===== src/hdl/bmu_pkg.sv =====
// ----------------------------------------------------------------------------
// bmu_pkg
// Shared sizes, codes and types for the breakpoint match unit.
// ----------------------------------------------------------------------------
package bmu_pkg;

  localparam int ENTRIES = 16;
  localparam int ADDR_W  = 32;
  localparam int DEPTH_W = 16;
  localparam int COUNT_W = 16;

  localparam logic [1:0] OP_EXEC = 2'd0;
  localparam logic [1:0] OP_SET  = 2'd1;
  localparam logic [1:0] OP_STEP = 2'd2;

  localparam logic [1:0] CAUSE_NONE = 2'd0;
  localparam logic [1:0] CAUSE_STEP = 2'd1;
  localparam logic [1:0] CAUSE_BKPT = 2'd2;

  // Item broadcast to every cell while it walks the chain.
  typedef struct packed {
    logic               lookup;
    logic               insert;
    logic [ADDR_W-1:0]  addr;
    logic [DEPTH_W-1:0] depth;
    logic               any;
    logic [COUNT_W-1:0] count;
    logic               temp;
  } item_t;

  // Token handed from cell to cell.
  typedef struct packed {
    logic active;
    logic hit;
    logic matched;
    logic free_seen;
  } sweep_t;

endpackage


===== src/hdl/breakpoint_match_unit_top.sv =====
// ----------------------------------------------------------------------------
// breakpoint_match_unit_top
// Breakpoint table with hit counters and single-step flag.
// ----------------------------------------------------------------------------
// Usage:
//   Input channel (in_valid/in_stall) carries one operation per transfer:
//   executed instruction, set breakpoint, or stop-at-next request. Every
//   operation returns exactly one result transfer on out_valid/out_stall.
//   Table operations (instruction with a nonzero address and the step flag
//   clear, set with a nonzero address) send a token through a chain of
//   ENTRIES cells, one cell per cycle; the result is registered once the
//   token leaves the last cell. All other operations write their result
//   register straight from the input transfer. One operation is in flight
//   at a time: a new item is not taken until the previous result has moved
//   to the output register. in_stall is high while an item is in flight or
//   its result waits for the output register.
//   A new item is taken while the previous result sits in the output
//   register under out_stall; the output payload holds while stalled.
//   Reset (rst_n low, synchronous) empties the table and arms the step flag, so
//   the first executed nonzero-address instruction halts with single-step cause.
// ----------------------------------------------------------------------------
module breakpoint_match_unit_top import bmu_pkg::*; (
  input  logic               clk,
  input  logic               rst_n,
  input  logic               in_valid,
  output logic               in_stall,
  input  logic [1:0]         in_op,
  input  logic [ADDR_W-1:0]  in_address,
  input  logic [DEPTH_W-1:0] in_stack_depth,
  input  logic               in_depth_any,
  input  logic [COUNT_W-1:0] in_hit_count,
  input  logic               in_temporary,
  output logic               out_valid,
  input  logic               out_stall,
  output logic               out_halt,
  output logic [1:0]         out_halt_cause,
  output logic               out_table_full
);

  logic        step_armed_r, step_armed_nxt;
  logic        walking_r, walking_nxt;
  logic        launch_r, launch_nxt;
  logic        pend_r, pend_nxt;
  logic        res_halt_r, res_halt_nxt;
  logic [1:0]  res_cause_r, res_cause_nxt;
  logic        res_full_r, res_full_nxt;
  logic        out_valid_r, out_valid_nxt;
  logic        out_halt_r, out_halt_nxt;
  logic [1:0]  out_cause_r, out_cause_nxt;
  logic        out_full_r, out_full_nxt;
  item_t       item_r, item_nxt;

  sweep_t      chain [ENTRIES+1];
  logic        accept;
  logic        addr_nz;
  logic        lookup;
  logic        insert;
  logic        commit;
  logic        unload;
  sweep_t      tail;

  assign in_stall = walking_r | pend_r;
  assign accept   = in_valid && !in_stall;
  assign addr_nz  = (in_address != '0);
  assign lookup   = (in_op == OP_EXEC) && addr_nz && !step_armed_r;
  assign insert   = (in_op == OP_SET) && addr_nz;

  assign chain[0].active    = launch_r;
  assign chain[0].hit       = 1'b0;
  assign chain[0].matched   = 1'b0;
  assign chain[0].free_seen = 1'b0;
  assign tail               = chain[ENTRIES];

  // new address goes to the lowest free cell only when no cell matched
  assign commit = tail.active && item_r.insert && !tail.matched && tail.free_seen;
  assign unload = pend_r && (!out_valid_r || !out_stall);

  for (genvar g = 0; g < ENTRIES; g++) begin : g_cell
    bmu_cell u_cell (
      .clk       (clk),
      .rst_n     (rst_n),
      .item      (item_r),
      .start     (accept),
      .commit    (commit),
      .sweep_in  (chain[g]),
      .sweep_out (chain[g+1])
    );
  end

  always_comb begin
    step_armed_nxt = step_armed_r;
    walking_nxt    = walking_r;
    launch_nxt     = 1'b0;
    pend_nxt       = pend_r;
    res_halt_nxt   = res_halt_r;
    res_cause_nxt  = res_cause_r;
    res_full_nxt   = res_full_r;
    item_nxt       = item_r;
    out_valid_nxt  = out_valid_r;
    out_halt_nxt   = out_halt_r;
    out_cause_nxt  = out_cause_r;
    out_full_nxt   = out_full_r;

    if (accept) begin
      item_nxt.lookup = lookup;
      item_nxt.insert = insert;
      item_nxt.addr   = in_address;
      item_nxt.depth  = in_stack_depth;
      item_nxt.any    = in_depth_any;
      item_nxt.count  = (in_hit_count == '0) ? COUNT_W'(1) : in_hit_count;
      item_nxt.temp   = in_temporary;
      res_halt_nxt    = 1'b0;
      res_cause_nxt   = CAUSE_NONE;
      res_full_nxt    = 1'b0;
      if (lookup || insert) begin
        walking_nxt = 1'b1;
        launch_nxt  = 1'b1;
      end else begin
        pend_nxt = 1'b1;
        if (in_op == OP_EXEC && addr_nz) begin
          step_armed_nxt = 1'b0;
          res_halt_nxt   = 1'b1;
          res_cause_nxt  = CAUSE_STEP;
        end else if (in_op == OP_STEP) begin
          step_armed_nxt = 1'b1;
        end
      end
    end

    if (tail.active) begin
      walking_nxt   = 1'b0;
      pend_nxt      = 1'b1;
      res_halt_nxt  = tail.hit;
      res_cause_nxt = tail.hit ? CAUSE_BKPT : CAUSE_NONE;
      res_full_nxt  = item_r.insert && !tail.matched && !tail.free_seen;
    end

    if (unload) begin
      pend_nxt      = 1'b0;
      out_valid_nxt = 1'b1;
      out_halt_nxt  = res_halt_r;
      out_cause_nxt = res_cause_r;
      out_full_nxt  = res_full_r;
    end else if (!out_stall) begin
      out_valid_nxt = 1'b0;
    end
  end

  always_ff @(posedge clk) begin
    if (!rst_n) begin
      step_armed_r <= 1'b1;
      walking_r    <= 1'b0;
      launch_r     <= 1'b0;
      pend_r       <= 1'b0;
      out_valid_r  <= 1'b0;
    end else begin
      step_armed_r <= step_armed_nxt;
      walking_r    <= walking_nxt;
      launch_r     <= launch_nxt;
      pend_r       <= pend_nxt;
      out_valid_r  <= out_valid_nxt;
    end
    res_halt_r  <= res_halt_nxt;
    res_cause_r <= res_cause_nxt;
    res_full_r  <= res_full_nxt;
    item_r      <= item_nxt;
    out_halt_r  <= out_halt_nxt;
    out_cause_r <= out_cause_nxt;
    out_full_r  <= out_full_nxt;
  end

  assign out_valid      = out_valid_r;
  assign out_halt       = out_halt_r;
  assign out_halt_cause = out_cause_r;
  assign out_table_full = out_full_r;

endmodule


===== src/hdl/bmu_cell.sv =====
// ----------------------------------------------------------------------------
// bmu_cell
// One breakpoint entry plus its stage of the sweep token chain.
// ----------------------------------------------------------------------------
module bmu_cell import bmu_pkg::*; (
  input  logic   clk,
  input  logic   rst_n,
  input  item_t  item,
  input  logic   start,
  input  logic   commit,
  input  sweep_t sweep_in,
  output sweep_t sweep_out
);

  logic               valid_r, valid_nxt;
  logic               cand_r, cand_nxt;
  logic [ADDR_W-1:0]  addr_r, addr_nxt;
  logic [DEPTH_W-1:0] depth_r, depth_nxt;
  logic               any_r, any_nxt;
  logic [COUNT_W-1:0] rem_r, rem_nxt;
  logic [COUNT_W-1:0] reload_r, reload_nxt;
  logic               temp_r, temp_nxt;
  sweep_t             sweep_r, sweep_nxt;

  logic               match;
  logic               hit_here;
  logic               fire;
  logic               set_here;
  logic               write;
  logic [COUNT_W-1:0] left;

  always_comb begin
    match    = valid_r && (addr_r == item.addr);
    hit_here = sweep_in.active && item.lookup && match && (any_r || depth_r == item.depth);
    left     = (rem_r == '0) ? '0 : rem_r - COUNT_W'(1);
    fire     = hit_here && (left == '0);
    set_here = sweep_in.active && item.insert && match;
    // commit lands on the first free cell seen during the walk
    write    = set_here || (commit && cand_r);

    valid_nxt  = valid_r;
    addr_nxt   = addr_r;
    depth_nxt  = depth_r;
    any_nxt    = any_r;
    rem_nxt    = rem_r;
    reload_nxt = reload_r;
    temp_nxt   = temp_r;
    if (write) begin
      valid_nxt  = 1'b1;
      addr_nxt   = item.addr;
      depth_nxt  = item.depth;
      any_nxt    = item.any;
      rem_nxt    = item.count;
      reload_nxt = item.count;
      temp_nxt   = item.temp;
    end else if (hit_here) begin
      if (fire) begin
        rem_nxt = reload_r;
        if (temp_r) begin
          valid_nxt = 1'b0;
        end
      end else begin
        rem_nxt = left;
      end
    end

    cand_nxt = cand_r;
    if (start) begin
      cand_nxt = 1'b0;
    end else if (sweep_in.active && !valid_r && !sweep_in.free_seen) begin
      cand_nxt = 1'b1;
    end

    sweep_nxt.active    = sweep_in.active;
    sweep_nxt.hit       = sweep_in.hit | fire;
    sweep_nxt.matched   = sweep_in.matched | set_here;
    sweep_nxt.free_seen = sweep_in.free_seen | !valid_r;
  end

  always_ff @(posedge clk) begin
    if (!rst_n) begin
      valid_r        <= 1'b0;
      cand_r         <= 1'b0;
      sweep_r.active <= 1'b0;
    end else begin
      valid_r        <= valid_nxt;
      cand_r         <= cand_nxt;
      sweep_r.active <= sweep_nxt.active;
    end
    sweep_r.hit       <= sweep_nxt.hit;
    sweep_r.matched   <= sweep_nxt.matched;
    sweep_r.free_seen <= sweep_nxt.free_seen;
    addr_r            <= addr_nxt;
    depth_r           <= depth_nxt;
    any_r             <= any_nxt;
    rem_r             <= rem_nxt;
    reload_r          <= reload_nxt;
    temp_r            <= temp_nxt;
  end

  assign sweep_out = sweep_r;

endmodule


===== config.mk =====
export PLATFORM = sky130hd
export DESIGN_NAME = breakpoint_match_unit_top
export DESIGN_NICKNAME = d
export VERILOG_FILES = /design/src/hdl/bmu_pkg.sv /design/src/hdl/breakpoint_match_unit_top.sv /design/src/hdl/bmu_cell.sv
export SDC_FILE = /design/constraint.sdc
export NUM_CORES = 2
export LEC_CHECK = 0
export ABC_AREA = 0
export BUFFER_PORTS_ARGS = -buffer_cell sky130_fd_sc_hd__buf_2
export CORE_MARGIN = 2
export CORE_UTILIZATION = 25
export CTS_BUF_LIST = sky130_fd_sc_hd__clkbuf_8
export CTS_CLUSTER_DIAMETER = 30
export DETAILED_ROUTE_END_ITERATION = 12
export GPL_TIMING_DRIVEN = 0
export PLACE_DENSITY = 0.49
export SLEW_MARGIN = 10
export SYNTH_ARGS = -nofsm -noshare
export SYNTH_HDL_FRONTEND = slang
export SYNTH_SLANG_ARGS = --single-unit

===== constraint.sdc =====
create_clock -name clk -period 8.4 [get_ports clk]
set_input_delay 0.42 -clock clk [delete_from_list [all_inputs] [get_ports clk]]
set_output_delay 0.42 -clock clk [all_outputs]
set_load 0.01 [all_outputs]

== Word-level counts from Yosys, hierarchy flattened ==
Index checks and enable logic that the tools add are counted.
Cells by class
  equal/unequal tests: 36
  mux-type cells: 147
  div/mod/pow operators: 0
  bitwise gates (word level): 48
  order comparisons: 0
  reduce and logical (&&, ||, !) cells: 348
  shift-type cells: 0
  $add $sub $neg: 16
  multipliers: 0
Operator list (number)
  16-bit two-way mux: 64
  16-bit logical NOT: 33
  32-bit equality test: 16
  16-bit equality test: 16
  16-bit by 1-bit subtractor with 16-bit output (second input constant): 16
  1-bit logical AND: 169
  2-bit nonzero test: 50
  1-bit two-way mux: 80
  3-bit AND reduction: 17
  1-bit OR: 46
  1-bit logical NOT: 37
  1-bit logical OR: 34
  32-bit nonzero test: 1
  2-bit two-way mux: 3
  2-bit AND reduction: 3
  2-bit OR reduction: 3
  2-bit by 1-bit inequality test with 1-bit output (second input constant): 2
  2-bit by 1-bit equality test with 1-bit output (second input constant): 1
  2-bit equality test (second input constant): 1
  2-bit logical NOT: 1
  1-bit NOT: 2
Word-level totals
  bits in registers: 1489
  RAM bits: 0
  input port bits: 72
  bits in latches: 0
  ROM bits: 0
  memories kept: 0
  output and inout bits: 6

== Longest topological paths before layout ==
  word-level depth: 8
  mapped depth: 13
  depth with buffers taken out: 9

== By module ==
Synthesis repeated with hierarchy kept, for this count alone.
Second synthesis, totals
  cell total of the unflattened synthesis: 4397
  area total of the unflattened synthesis: 65541.6 sq um
By module, submodules not included
  bmu_cell at g_cell[0].u_cell ...: sequential area each 2582.5 sq um, area each 3921.3 sq um, instances 15, cells each 264
  bmu_cell at g_cell[9].u_cell: sequential area each 2582.5 sq um, area each 3991.3 sq um, instances 1, cells each 296
  breakpoint_match_unit_top: sequential area each 2382.3 sq um, area each 2731.4 sq um, instances 1, cells each 141

== Least setup slack after synthesis ==
Ideal clock, no wire load.
  kind: reg-to-reg
  from: register item_r[48] (netlist bit)
  to: register g_cell[12].u_cell.rem_r[0], enable pin
  path buffers: 3
  data arrival time: 4940 ps
  cell stages (with the launch flop): 10
  slack: 3067 ps
  required time: 8008 ps
  path through: edfxtp_1 buf_2 buf_1 xnor2_1 nand4_1 nor4_1 nand4_1 o21ai_2 clkbuf_1 o21bai_1
On the way
  cells in the longest elaborated chain, start to end: 5
  elaborated cells between the ends (all ways): 7
  those cells by class: 1 x eq/ne; 6 x reduce/logical
Ends and longest elaborated chain
  from (decl): RTL line breakpoint_match_unit_top.sv:51  | item_t item_r, item_nxt;
  from (signal assigned): RTL line breakpoint_match_unit_top.sv:166  | item_r <= item_nxt;
  32-bit equality test (*): RTL line bmu_cell.sv:33  | match = valid_r && (addr_r == item.addr);
  1-bit logical AND (*): RTL line bmu_cell.sv:33
  1-bit logical AND, on equally long branches: RTL line bmu_cell.sv:37, bmu_cell.sv:34
  1-bit logical OR / 1-bit logical AND (equally long branches): RTL line bmu_cell.sv:39, bmu_cell.sv:34
  2-bit nonzero test (no source line) (*)
  to (signal assigned): RTL line bmu_cell.sv:96  | rem_r <= rem_nxt;
  to (decl): RTL line bmu_cell.sv:20  | logic [COUNT_W-1:0] rem_r, rem_nxt;
Every way passes the cells marked *; elsewhere a longest branch is shown, timed or not.
A chain may end at the register's enable or synchronous reset.

== Worst setup path after layout ==
  from: register item_r[48] (netlist bit)
  to: register g_cell[10].u_cell.rem_r[11], enable pin
On the way
  cells in the longest elaborated chain, start to end: 5
  elaborated cells between the ends (all ways): 7
  those cells by class: 1 x eq/ne; 6 x reduce/logical
Ends and longest elaborated chain (RTL line)
  32-bit equality test (*): bmu_cell.sv:33
  1-bit logical AND (*): bmu_cell.sv:33
  1-bit logical AND, on equally long branches: bmu_cell.sv:37, bmu_cell.sv:34
  1-bit logical OR / 1-bit logical AND (equally long branches): bmu_cell.sv:39, bmu_cell.sv:34
  2-bit nonzero test (no source line) (*)
  to (signal assigned): bmu_cell.sv:96
  to (decl): bmu_cell.sv:20
Marked as above.

==> flow_metrics.env <==
export IMPL_status="finished clean"
export IMPL_fin_util=0.307
export IMPL_maxSlewViolCount=0
export IMPL_p_sw_uw=4290
export IMPL_coreArea_um2=267000
export IMPL_hold_path_class="in -> reg"
export IMPL_async_flop_share=0
export IMPL_final_period_minus_worst_setup_slack_ns=7.82
export IMPL_design_power_total_uw=18300
export IMPL_layout_filler_cells=26813
export IMPL_fmaxAchievable_mhz=128
export IMPL_crit_path_end_kind="flip-flop"
export IMPL_layout_area_seq_um2=43700
export IMPL_dieWidth_um=522
export IMPL_clk_transition_reported_paths_ns=0.06
export IMPL_critical_path_startpoint_type="flip-flop"
export IMPL_netlist_instances=5047
export IMPL_path_common_cell="nand4_1"
export IMPL_drtAntennaViolNets=0
export IMPL_floorplan_rows=190
export IMPL_initial_core_util=0.251
export IMPL_wl_mm=221
export IMPL_grt_setup_unrepaired="no"
export IMPL_num_nets_final=5725
export IMPL_power_ir_vdd_worst_uv=140
export IMPL_postSynth_topFlopCell="edfxtp_1"
export IMPL_final_layout_size_suffix_gt1_frac=0.150
export IMPL_pwr_density_cell_nw_per_um2=223
export IMPL_yosysWarningCount=0
export IMPL_antenna_found_initial=11
export IMPL_number_of_ports_placed_on_the_die_boundary=78
export IMPL_worstPathCellList="buf_2 > buf_1 > xnor2_1 > nand4_1 > nor4_1 > nand4_1 > o21ai_1 > clkbuf_4 > buf_16 > o21bai_2 > buf_6"
export IMPL_power_frac_seq=0.456
export IMPL_cts_resized=0
export IMPL_worst_ep_required_time_ns=9.08
export IMPL_first_global_vias=43590
export IMPL_synth_enable_flop_cells=1388
export IMPL_detailedRoute_firstIterationViolations=3701
export IMPL_worst_path_max_delay_cell="edfxtp_1"
export IMPL_ff2ff_setup_slack_ns=0.58
export IMPL_clock_tree_root_cell="clkbuf_8"
export IMPL_intPower_uw=14000
export IMPL_hold_slack_ns=0.111
export IMPL_mostFrequentLayoutCell="edfxtp_1"
export IMPL_critical_path_arrival_ns=8.50
export IMPL_finalHoldViolations=0
export IMPL_area_growth_synth_to_final_pct=22.2
export IMPL_layout_worst_path_cycle_share=0.931
export IMPL_detail_route_vias_per_cell=4.67
export IMPL_detailedPlacementHpwl_mm=145
export IMPL_clkSinkCount=1489
export IMPL_setup_viol=0
export IMPL_avgRoutedWirePerCell_um=23.4
export IMPL_crit_type="reg -> reg"
export IMPL_die_area_um2=272000
export IMPL_fp_dieH_um=522
export IMPL_synth_area_um2=67100
export IMPL_yosysSeqAreaShare=0.651
export IMPL_cts_made_buffers=341
export IMPL_gp_congestion=0.850
export IMPL_synth_cell_types=85
export IMPL_route_vias_total=44181
export IMPL_p_clk_frac=0.493
export IMPL_fin_worst_skew_ns=0.0971
export IMPL_port_buffers=77
export IMPL_cts_buffer_depth=4
export IMPL_critical_path_peak_fanout=43
export IMPL_remaining_drc_errors=0
export IMPL_clk_insertion_delay_late_ns=1.05
export IMPL_multi_input_comb_area_um2=21700
export IMPL_power_switching_share=0.234
export IMPL_grt_first_pass_wirelength_mm=314
export IMPL_post_synthesis_register_bit_count=1489
export IMPL_groute_usage_overall=0.158
export IMPL_total_leakage_power_uw=0.0264
export IMPL_synth_net_count=5135
export IMPL_max_slew_margin=0.0772
export IMPL_tritoncts="built"
export IMPL_p_comb_frac=0.050
export IMPL_slowest_delay_ns=1.27
export IMPL_firstDrtPassIters=5
export IMPL_worst_pin_slew_ns=1.38
export IMPL_most_common_layout_cells="edfxtp_1, xnor2_1, clkbuf_8, nor2_1, xor2_1"
export IMPL_drv_cap=0
export IMPL_postSynthAreaPerCell_um2=13.3
export IMPL_htree_num_levels=5
export IMPL_grt_overflow_total=0
export IMPL_largest_net_degree_at_the_start_of_global_routing=55
-- sequential cells by signal (all words and copies together) (netlist names), 2 cells and up --
| register | cells |
|---|---|
| g_cell.u_cell.addr_r | 512 |
| g_cell.u_cell.any_r | 16 |
| g_cell.u_cell.cand_r | 16 |
| g_cell.u_cell.depth_r | 256 |
| g_cell.u_cell.reload_r | 256 |
| g_cell.u_cell.rem_r | 256 |
| g_cell.u_cell.sweep_out | 64 |
| g_cell.u_cell.temp_r | 16 |
| g_cell.u_cell.valid_r | 16 |
| item_r | 68 |
| out_halt_cause | 2 |
| res_cause_r | 2 |
-- routing by layer --
metal / vias to the layer above / global-route usage / wire length [um]
met1: 22339 / 0.206 / 94700
li1: 20091 / - / -
met2: 1423 / 0.270 / 108000
met4: 0 / 0.0478 / 5520
met3: 328 / 0.0251 / 12200
met5: - / 0 / 0
-- path summary, 6_finish.rpt --
check,depth (start not counted),startpoint,end
max,11,item_r[48]$_DFFE_PP_,g_cell[10].u_cell.rem_r[11]$_DFFE_PP_
min,2,in_stack_depth[3],item_r[21]$_DFFE_PP_
max reg2reg,11,item_r[48]$_DFFE_PP_,g_cell[10].u_cell.rem_r[11]$_DFFE_PP_
min reg2reg,1,g_cell[2].u_cell.sweep_out[1]$_DFF_P_,g_cell[3].u_cell.sweep_out[1]$_DFF_P_
-- power by group through the flow --
stage	Combinational (uW)	Sequential, uW	Clock, uW
final	923	8360	9030
after global routing	973	8360	9560
after CTS	929	8370	9210
after detailed placement	890	8520	0
after global placement	707	8620	0
after floorplan	417	8390	0
-- layout make-up --
| class | count | share of cell area |
|---|---|---|
| flip-flops and latches | 1489 | 0.533 |
| multi-input cells | 3127 | 0.265 |
| clock buffers | 357 | 0.0599 |
| well taps | 3552 | 0.0542 |
| repair buffers | 247 | 0.0355 |
| clock inverters | 242 | 0.0305 |
| plain buffers | 259 | 0.0138 |
| inverters | 172 | 0.00812 |
| diodes | 6 | 0.000183 |
-- Yosys cell counts, drive strengths merged, types with 11 or more instances --
| cell type | count | share of area |
|---|---|---|
| ha | 16 | 0.0030 |
| nor3 | 131 | 0.0098 |
| nor3b | 17 | 0.0019 |
| nor4b | 12 | 0.0016 |
| xnor2 | 613 | 0.080 |
| a22oi | 15 | 0.0017 |
| nand3 | 62 | 0.0046 |
| o21ai | 187 | 0.014 |
| nand2 | 257 | 0.014 |
| a31o | 20 | 0.0026 |
| o21a | 17 | 0.0019 |
| mux2i | 138 | 0.021 |
| nand4 | 177 | 0.017 |
| nand3b | 12 | 0.0013 |
| buf | 92 | 0.0069 |
| edfxtp | 1388 | 0.62 |
| o2bb2ai | 11 | 0.0014 |
| nor4 | 178 | 0.017 |
| clkbuf | 167 | 0.0094 |
| dfxtp | 101 | 0.030 |
| nand2b | 60 | 0.0056 |
| mux2 | 49 | 0.0082 |
| o21bai | 11 | 0.0012 |
| and3 | 13 | 0.0012 |
| and2 | 33 | 0.0031 |
| nor2b | 41 | 0.0038 |
| a211oi | 11 | 0.0012 |
| inv | 172 | 0.0096 |
| nor2 | 293 | 0.016 |
| a21o | 15 | 0.0017 |
| or4 | 45 | 0.0050 |
| o211ai | 32 | 0.0036 |
| a21oi | 73 | 0.0054 |
| a31oi | 29 | 0.0027 |
| o31ai | 36 | 0.0040 |
| or2 | 19 | 0.0018 |
| xor2 | 274 | 0.036 |
| or3 | 56 | 0.0053 |
-- cells by family (layout without fill, tap and decap cells) --
kind of cell               Yosys count  in the layout  synth area share
xor gates and xnor gates           887            887             0.116
adders and majority gates           16             16           0.00298
AOI/OAI and AO/OA                  580            580            0.0585
and+or+nand+nor                   1457           1457             0.116
DFF                               1489           1489             0.651
buffers and inverters              431           1277            0.0259
muxes                              187            187            0.0288
other                                0              6                 0
-- repair_timing --
item                                    in CTS  in global routing
hold endpoints to repair                    87                  0
hold buffers                                98                  0
endpoints found under the setup margin       0                  0
buffers inserted                             0                  0
-- metrics by stage --
| stage | cell area (um^2) | std cells | TNS (ns) | worst slack [ns] |
|---|---|---|---|---|
| after floorplan | 67100 | 5047 | 0 | 3.07 |
| after global placement | 71900 | 8676 | -732.18 | -2.62 |
| after detailed placement | 73500 | 8746 | 0 | 0.718 |
| after CTS | 81900 | 9443 | 0 | 0.597 |
| after global routing | 82000 | 9447 | 0 | 0.632 |
| final | 82000 | 9451 | 0 | 0.577 |
-- worst max-delay path, delay by kind of cell, from the launching register on --
family	cells	cell delay (ns)
AOI/OAI and AO/OA	2	1.38
xor gates and xnor gates	1	0.20
buffers and inverters	5	2.79
DFF	1	1.27
and+or+nand+nor	3	1.70
No activity file was read; power rests on OpenSTA's default activity.
